<file path="config.mk">
export PLATFORM = sky130hd
export DESIGN_NAME = group_reverse_reorder_unit
export DESIGN_NICKNAME = d
export VERILOG_FILES = /design/src/hdl/grr_pkg.sv /design/src/hdl/grr_dpath.sv /design/src/hdl/grr_ctrl.sv /design/src/hdl/group_reverse_reorder_unit.sv
export SDC_FILE = /design/constraint.sdc
export NUM_CORES = 1
export LEC_CHECK = 0
export BUFFER_PORTS_ARGS = -buffer_cell sky130_fd_sc_hd__buf_2
export CAP_MARGIN = 30
export CORE_MARGIN = 2
export CORE_UTILIZATION = 40
export CTS_BUF_LIST = sky130_fd_sc_hd__clkbuf_4 sky130_fd_sc_hd__clkbuf_8
export DETAILED_ROUTE_END_ITERATION = 6
export PLACE_DENSITY = 0.65
export SLEW_MARGIN = 20
export SYNTH_ARGS = -nofsm -noshare
export SYNTH_HDL_FRONTEND = slang
export SYNTH_SLANG_ARGS = --single-unit
</file>
<file path="constraint.sdc">
create_clock -name clk_i -period 5.1 [get_ports clk_i]
set_input_delay 1.275 -clock clk_i [delete_from_list [all_inputs] [get_ports clk_i]]
set_output_delay 1.275 -clock clk_i [all_outputs]
set_load 0.02 [all_outputs]
</file>
<file path="src/hdl/grr_pkg.sv">
package grr_pkg;

  // Deepest group the store can hold.
  localparam int MaxGroup = 16;
  localparam int AddrW    = $clog2(MaxGroup);
  localparam int CntW     = $clog2(MaxGroup + 1);
  localparam int GsW      = 5;

  typedef struct packed {
    logic signed [31:0] value;
    logic               final_element;
  } grr_in_t;

  typedef struct packed {
    logic signed [31:0] value_res;
    logic               run_last;
    logic               sequence_end;
  } grr_out_t;

  // Commands from the controller to the datapath.
  typedef struct packed {
    logic               wr_en;
    logic [AddrW-1:0]   wr_addr;
    logic               rd_en;
    logic [AddrW-1:0]   rd_addr;
    logic               rd_last;
    logic               rd_end;
  } grr_cmd_t;

  // Status from the datapath to the controller.
  typedef struct packed {
    logic out_free;
  } grr_sts_t;

endpackage

</file>
<file path="src/hdl/grr_dpath.sv">
module grr_dpath import grr_pkg::*; (
  input  logic              clk_i,
  input  logic              rst_ni,
  input  grr_cmd_t          cmd_i,
  output grr_sts_t          sts_o,
  input  grr_in_t           in_data_i,
  output logic              out_valid_o,
  input  logic              out_stall_i,
  output grr_out_t          out_data_o
);

  logic signed [31:0] store_q [MaxGroup];
  logic               out_valid_q, out_valid_d;
  grr_out_t           out_data_q;

  always_ff @(posedge clk_i) begin
    if (cmd_i.wr_en) begin
      store_q[cmd_i.wr_addr] <= in_data_i.value;
    end
  end

  // The output register doubles as the registered read port of the store.
  always_ff @(posedge clk_i) begin
    if (cmd_i.rd_en) begin
      out_data_q.value_res    <= store_q[cmd_i.rd_addr];
      out_data_q.run_last     <= cmd_i.rd_last;
      out_data_q.sequence_end <= cmd_i.rd_end;
    end
  end

  always_comb begin
    out_valid_d = out_valid_q;
    if (cmd_i.rd_en) begin
      out_valid_d = 1'b1;
    end else if (out_valid_q && !out_stall_i) begin
      out_valid_d = 1'b0;
    end
  end

  always_ff @(posedge clk_i or negedge rst_ni) begin
    if (!rst_ni) begin
      out_valid_q <= 1'b0;
    end else begin
      out_valid_q <= out_valid_d;
    end
  end

  assign sts_o.out_free = !out_valid_q || !out_stall_i;
  assign out_valid_o    = out_valid_q;
  assign out_data_o     = out_data_q;

endmodule

</file>
<file path="src/hdl/grr_ctrl.sv">
module grr_ctrl import grr_pkg::*; (
  input  logic           clk_i,
  input  logic           rst_ni,
  input  logic           in_valid_i,
  output logic           in_stall_o,
  input  logic           in_final_i,
  input  logic           cfg_we_i,
  input  logic [GsW-1:0] cfg_wdata_i,
  input  grr_sts_t       sts_i,
  output grr_cmd_t       cmd_o
);

  typedef enum logic [1:0] {
    ST_IDLE  = 2'b01,
    ST_DRAIN = 2'b10
  } grr_state_e;

  grr_state_e       state_q, state_d;
  logic [GsW-1:0]   group_size_q;
  logic [CntW-1:0]  fill_q, fill_d;
  logic [AddrW-1:0] cnt_q, cnt_d;
  logic [AddrW-1:0] last_idx_q, last_idx_d;
  logic             rev_q, rev_d;
  logic             fin_q, fin_d;
  logic [CntW-1:0]  k_eff;
  logic [AddrW-1:0] wr_addr;
  logic [CntW-1:0]  n_new;

  always_comb begin
    if (group_size_q == '0) begin
      k_eff = CntW'(1);
    end else if (int'(group_size_q) > MaxGroup) begin
      k_eff = CntW'(MaxGroup);
    end else begin
      k_eff = CntW'(group_size_q);
    end
  end

  assign wr_addr = (int'(fill_q) >= MaxGroup) ? AddrW'(MaxGroup - 1) : fill_q[AddrW-1:0];
  assign n_new   = CntW'(wr_addr) + CntW'(1);

  always_comb begin
    state_d    = state_q;
    fill_d     = fill_q;
    cnt_d      = cnt_q;
    last_idx_d = last_idx_q;
    rev_d      = rev_q;
    fin_d      = fin_q;
    cmd_o      = '0;
    unique case (state_q)
      ST_IDLE: begin
        if (in_valid_i) begin
          cmd_o.wr_en   = 1'b1;
          cmd_o.wr_addr = wr_addr;
          if (n_new >= k_eff || in_final_i) begin
            // A full group drains reversed; a short tail at the end keeps its order.
            state_d    = ST_DRAIN;
            rev_d      = (n_new >= k_eff);
            fin_d      = in_final_i;
            last_idx_d = wr_addr;
            cnt_d      = '0;
            fill_d     = '0;
          end else begin
            fill_d = n_new;
          end
        end
      end
      ST_DRAIN: begin
        if (sts_i.out_free) begin
          cmd_o.rd_en   = 1'b1;
          cmd_o.rd_addr = rev_q ? (last_idx_q - cnt_q) : cnt_q;
          cmd_o.rd_last = (cnt_q == last_idx_q);
          cmd_o.rd_end  = (cnt_q == last_idx_q) && fin_q;
          cnt_d         = cnt_q + AddrW'(1);
          if (cnt_q == last_idx_q) begin
            state_d = ST_IDLE;
          end
        end
      end
      default: begin
        state_d = ST_IDLE;
      end
    endcase
  end

  always_ff @(posedge clk_i or negedge rst_ni) begin
    if (!rst_ni) begin
      state_q      <= ST_IDLE;
      fill_q       <= '0;
      group_size_q <= GsW'(2);
    end else begin
      state_q <= state_d;
      fill_q  <= fill_d;
      if (cfg_we_i) begin
        group_size_q <= cfg_wdata_i;
      end
    end
  end

  always_ff @(posedge clk_i) begin
    cnt_q      <= cnt_d;
    last_idx_q <= last_idx_d;
    rev_q      <= rev_d;
    fin_q      <= fin_d;
  end

  assign in_stall_o = (state_q != ST_IDLE);

endmodule

</file>
<file path="src/hdl/group_reverse_reorder_unit.sv">
// Channel   Direction  Handshake             Payload
// in        input      in_valid_i/in_stall_o   in_data_i (grr_in_t)
// out       output     out_valid_o/out_stall_i out_data_o (grr_out_t)
// cfg       input      cfg_we_i                cfg_wdata_i (group size)
//
// An element is taken while the unit is idle. An element that completes a group, or ends
// the sequence, is followed by a drain of its group, one result a cycle while the output
// is free, from the single read port of the group store.
// Requests are stalled for the whole drain. A stalled output holds the drain.
// Reset clears the fill count and the output valid and sets the group size to 2;
// the group store itself is not cleared.
module group_reverse_reorder_unit import grr_pkg::*; (
  input  logic           clk_i,
  input  logic           rst_ni,
  input  logic           in_valid_i,
  output logic           in_stall_o,
  input  grr_in_t        in_data_i,
  output logic           out_valid_o,
  input  logic           out_stall_i,
  output grr_out_t       out_data_o,
  input  logic           cfg_we_i,
  input  logic [GsW-1:0] cfg_wdata_i
);

  grr_cmd_t cmd;
  grr_sts_t sts;

  grr_ctrl u_ctrl (
    .clk_i       (clk_i),
    .rst_ni      (rst_ni),
    .in_valid_i  (in_valid_i),
    .in_stall_o  (in_stall_o),
    .in_final_i  (in_data_i.final_element),
    .cfg_we_i    (cfg_we_i),
    .cfg_wdata_i (cfg_wdata_i),
    .sts_i       (sts),
    .cmd_o       (cmd)
  );

  grr_dpath u_dpath (
    .clk_i       (clk_i),
    .rst_ni      (rst_ni),
    .cmd_i       (cmd),
    .sts_o       (sts),
    .in_data_i   (in_data_i),
    .out_valid_o (out_valid_o),
    .out_stall_i (out_stall_i),
    .out_data_o  (out_data_o)
  );

  // A read must only land in a free output register.
  assert property (@(posedge clk_i) disable iff (!rst_ni) cmd.rd_en |-> sts.out_free)
    else $error("store read while output register occupied");

  // Writes happen only on accepted requests, never during a drain.
  assert property (@(posedge clk_i) disable iff (!rst_ni)
                   cmd.wr_en |-> (in_valid_i && !in_stall_o && !cmd.rd_en))
    else $error("store write outside an accepted request");

  // The last read of a drain returns the controller to accepting requests.
  assert property (@(posedge clk_i) disable iff (!rst_ni)
                   (cmd.rd_en && cmd.rd_last) |=> (!in_stall_o && !cmd.rd_en))
    else $error("drain did not end after its last result");

  // End of sequence is only flagged on the last result of a request.
  assert property (@(posedge clk_i) disable iff (!rst_ni)
                   (out_valid_o && out_data_o.sequence_end) |-> out_data_o.run_last)
    else $error("sequence end without run last");

endmodule
</file>
==> impl_metrics.tcl <==
set metrics [dict create \
    status "completed" \
    end_kind "flip-flop" \
    grt_start_max_net_pins 94 \
    finalCritPeriodShare 0.756 \
    synth-simple-area-share 0.0518 \
    cts_buffer_depth 3 \
    gp_congestion 0.747 \
    die_area_um2 57500 \
    async_reset_ff_frac 0.0228 \
    wirelength_um 54000 \
    synth-edff-count 556 \
    netlist_area_um2 22200 \
    crit_fanout 38 \
    drt_first_pass_iters 5 \
    cp_slowest_stage_delay_ns 0.59 \
    critPathBufInv 1 \
    grt-ovfl-total 0 \
    nNetsFinal 1522 \
    synthAdderAreaFrac 0.00653 \
    cp_data_arrival_time_ns 4.27 \
    drt_iter0_drc 1398 \
    grt_first_pass_wirelength_um 80500 \
    ys_warn_count 0 \
    synth_top_family_by_area "compound AO/OA/AOI/OAI gates" \
    ioPinCount 79 \
    path_clk_slew_ns 0.06 \
    viasPerCell 5.61 \
    critPathRequiredTime_ns 5.51 \
    ys_ff_latch 569 \
    antenna_found_initial 0 \
    synthMuxAreaShare 0.0512 \
    cap_violations 0 \
    htreeDepth 3 \
    cts_root_buf "clkbuf_8" \
    p_leak_nw 8.50 \
    finalClockSkew_ns 0.0195 \
    layout-drive-gt1-share 0.246 \
    setup_violations 0 \
    die_h_um 240 \
    syn_nets 1391 \
    clock_sinks 569 \
    path_cells "ha_1, fa_1, nand2_1, and2_4, buf_4, mux2_2, a222oi_1, a221oi_1, a31o_2" \
    port_buffers 78 \
    final_antenna_net_count 0 \
    initial_utilization 0.404 \
    start_kind "flip-flop" \
    clkLatencyLatePin_ns 0.67 \
    worstHoldPathType "in -> async" \
    synth.avg_cell_area_um2 16.6 \
    cp_top_family "compound AO/OA/AOI/OAI gates" \
    final_cell_count_no_fill 2286 \
    synth_cell_type_count 48 \
    seq_area_frac_synth 0.765 \
    core_area_um2 55000 \
    cts_hold_buf 0 \
    worst_pin_slew_ns 0.939 \
    grt_pass1_vias 13000 \
    rsz0062_at_grt "no" \
    crit_type "reg -> reg" \
    postCtsSetupBuffers 0 \
    cts_resized 0 \
    ir_worst_vdd_mv 0.249 \
    detail_route.wl_per_cell_um 23.6 \
    power_density_nw_per_um2 463 \
    synth_flop_cell "edfxtp_1" \
    fmax_ghz 0.259 \
    hold_violations 0 \
    hpwl_um 30600 \
    num_vias 12800 \
    synth-xor-area-share 0.00236 \
    final_cell_mix "edfxtp_1, nand2_1, clkbuf_8, buf_2, mux2_2" \
    syn_inst 1337 \
    min_period_ns 3.86 \
    cts_tree "built" \
    area_growth_pct 14.9 \
    setup_tns_ns 0 \
    hold_ws_ns 0.496 \
    rows 86 \
    synth_compound_area_frac 0.103 \
    cts_buffers 90 \
    n_antenna_cell 0 \
    slew_headroom 0.372 \
    die_x_um 240 \
    crit_slowest_cell "buf_4" \
    grt_usage 0.189 \
    drcViolationCount 0 \
    drv_slew 0 \
    dp.cells 2123 \
    final_common_cell "edfxtp_1" \
]
[power breakdown]
group          switching [mW]  internal [mW]  total [mW]  leakage (nW)
Combinational            1.63          0.911        2.54          2.39
Clock                    1.73           2.04        3.77         0.920
Sequential             0.0824           5.45        5.53          5.18
[Yosys cell counts (2+ instances only)]
cell | instances | area (um^2)
a311o_1 | 32 | 320
buf_2 | 32 | 160
nand2_1 | 152 | 571
inv_1 | 10 | 37.5
dfrtp_1 | 11 | 275
o2bb2ai_1 | 32 | 280
buf_1 | 8 | 30.0
o21ai_0 | 5 | 25.0
nand2b_1 | 8 | 50.1
o211ai_1 | 33 | 248
nor2_1 | 66 | 248
a222oi_1 | 32 | 320
xnor2_1 | 5 | 43.8
a221oi_1 | 33 | 289
ha_1 | 10 | 125
dfstp_2 | 2 | 52.6
o221ai_1 | 32 | 280
mux2_2 | 63 | 709
and2_1 | 3 | 18.8
or3_1 | 2 | 12.5
a21o_1 | 2 | 15.0
nor2b_1 | 2 | 12.5
buf_4 | 6 | 45.0
a21oi_1 | 35 | 175
edfxtp_1 | 556 | 16700
nor3_1 | 2 | 10.0
mux2_4 | 5 | 75.1
mux2i_1 | 34 | 340
a31o_1 | 21 | 184
a31o_2 | 11 | 96.3
nand3_1 | 35 | 175
or2_2 | 2 | 12.5
clkbuf_1 | 39 | 146
buf_6 | 2 | 22.5
[area by class of cell]
type,count,area [um^2]
Inverter,11,42.5
Multi-Input combinational cell,670,4930
Tap cell,748,936
Fill cell,4680,29400
Clock inverter,33,209
Timing Repair Buffer,126,873
Sequential cell,569,17000
Clock buffer,129,1540
[per-layer routing]
metal	up-vias	part of all wire	track usage
met5	-	0	0
met2	526	0.49	0.310
met1	6571	0.41	0.249
li1	5645	-	-
met3	72	0.076	0.0400
met4	0	0.020	0.0661
[metrics by stage]
step / utilization / total power, mW / setup WS, ns / cell area [um^2]
after global placement: 0.431 / 8.13 / 1.24 / 23700
final: 0.465 / 11.8 / 1.24 / 25600
after CTS: 0.464 / 11.9 / 1.23 / 25500
after detailed placement: 0.433 / 8.17 / 1.21 / 23800
after global routing: 0.465 / 12.3 / 0.980 / 25600
after floorplan: - / 7.35 / 1.30 / 22200
[final timing paths]
kind,start,end,cells after the start,slack (ns)
worst max-delay path,u_ctrl.cnt_q[0]$_SDFFCE_PN0P_,u_dpath.out_data_o[11]$_DFFE_PP_,9,1.24
worst min-delay path,rst_ni,u_ctrl.fill_q[4]$_DFFE_PN0P_,1,0.50
worst max register to register,u_ctrl.cnt_q[0]$_SDFFCE_PN0P_,u_dpath.out_data_o[11]$_DFFE_PP_,9,1.24
worst min register to register,u_ctrl.fill_q[2]$_DFFE_PN0P_,u_ctrl.fill_q[2]$_DFFE_PN0P_,2,0.50
max in group asynchronous,rst_ni,u_ctrl.state_q[0]$_DFFE_PN1P_,1,4.31
min in group clk_i,u_ctrl.fill_q[2]$_DFFE_PN0P_,u_ctrl.fill_q[2]$_DFFE_PN0P_,2,0.50
[sequential cells by signal (all words and copies together), names as in the netlist]
register and cells:
u_ctrl.group_size_q 5, u_dpath.store_q 512, u_ctrl.fin_q 1, u_ctrl.cnt_q 4
u_dpath.out_valid_o 1, u_ctrl.state_q 2, u_ctrl.rev_q 1, u_dpath.out_data_o 34
u_ctrl.fill_q 5, u_ctrl.last_idx_q 4
[logic make-up (layout without fill, tap and decap cells)]
logic type | after synthesis | count (layout)
multiplexers | 103 | 103
XOR/XNOR | 6 | 6
AND/OR/NAND/NOR | 277 | 277
buffers and inverters | 98 | 299
flip-flops | 569 | 569
AO/OA/AOI/OAI | 273 | 273
adder cells (fa/ha/maj) | 11 | 11
No activity file was read; power rests on OpenSTA's default activity.
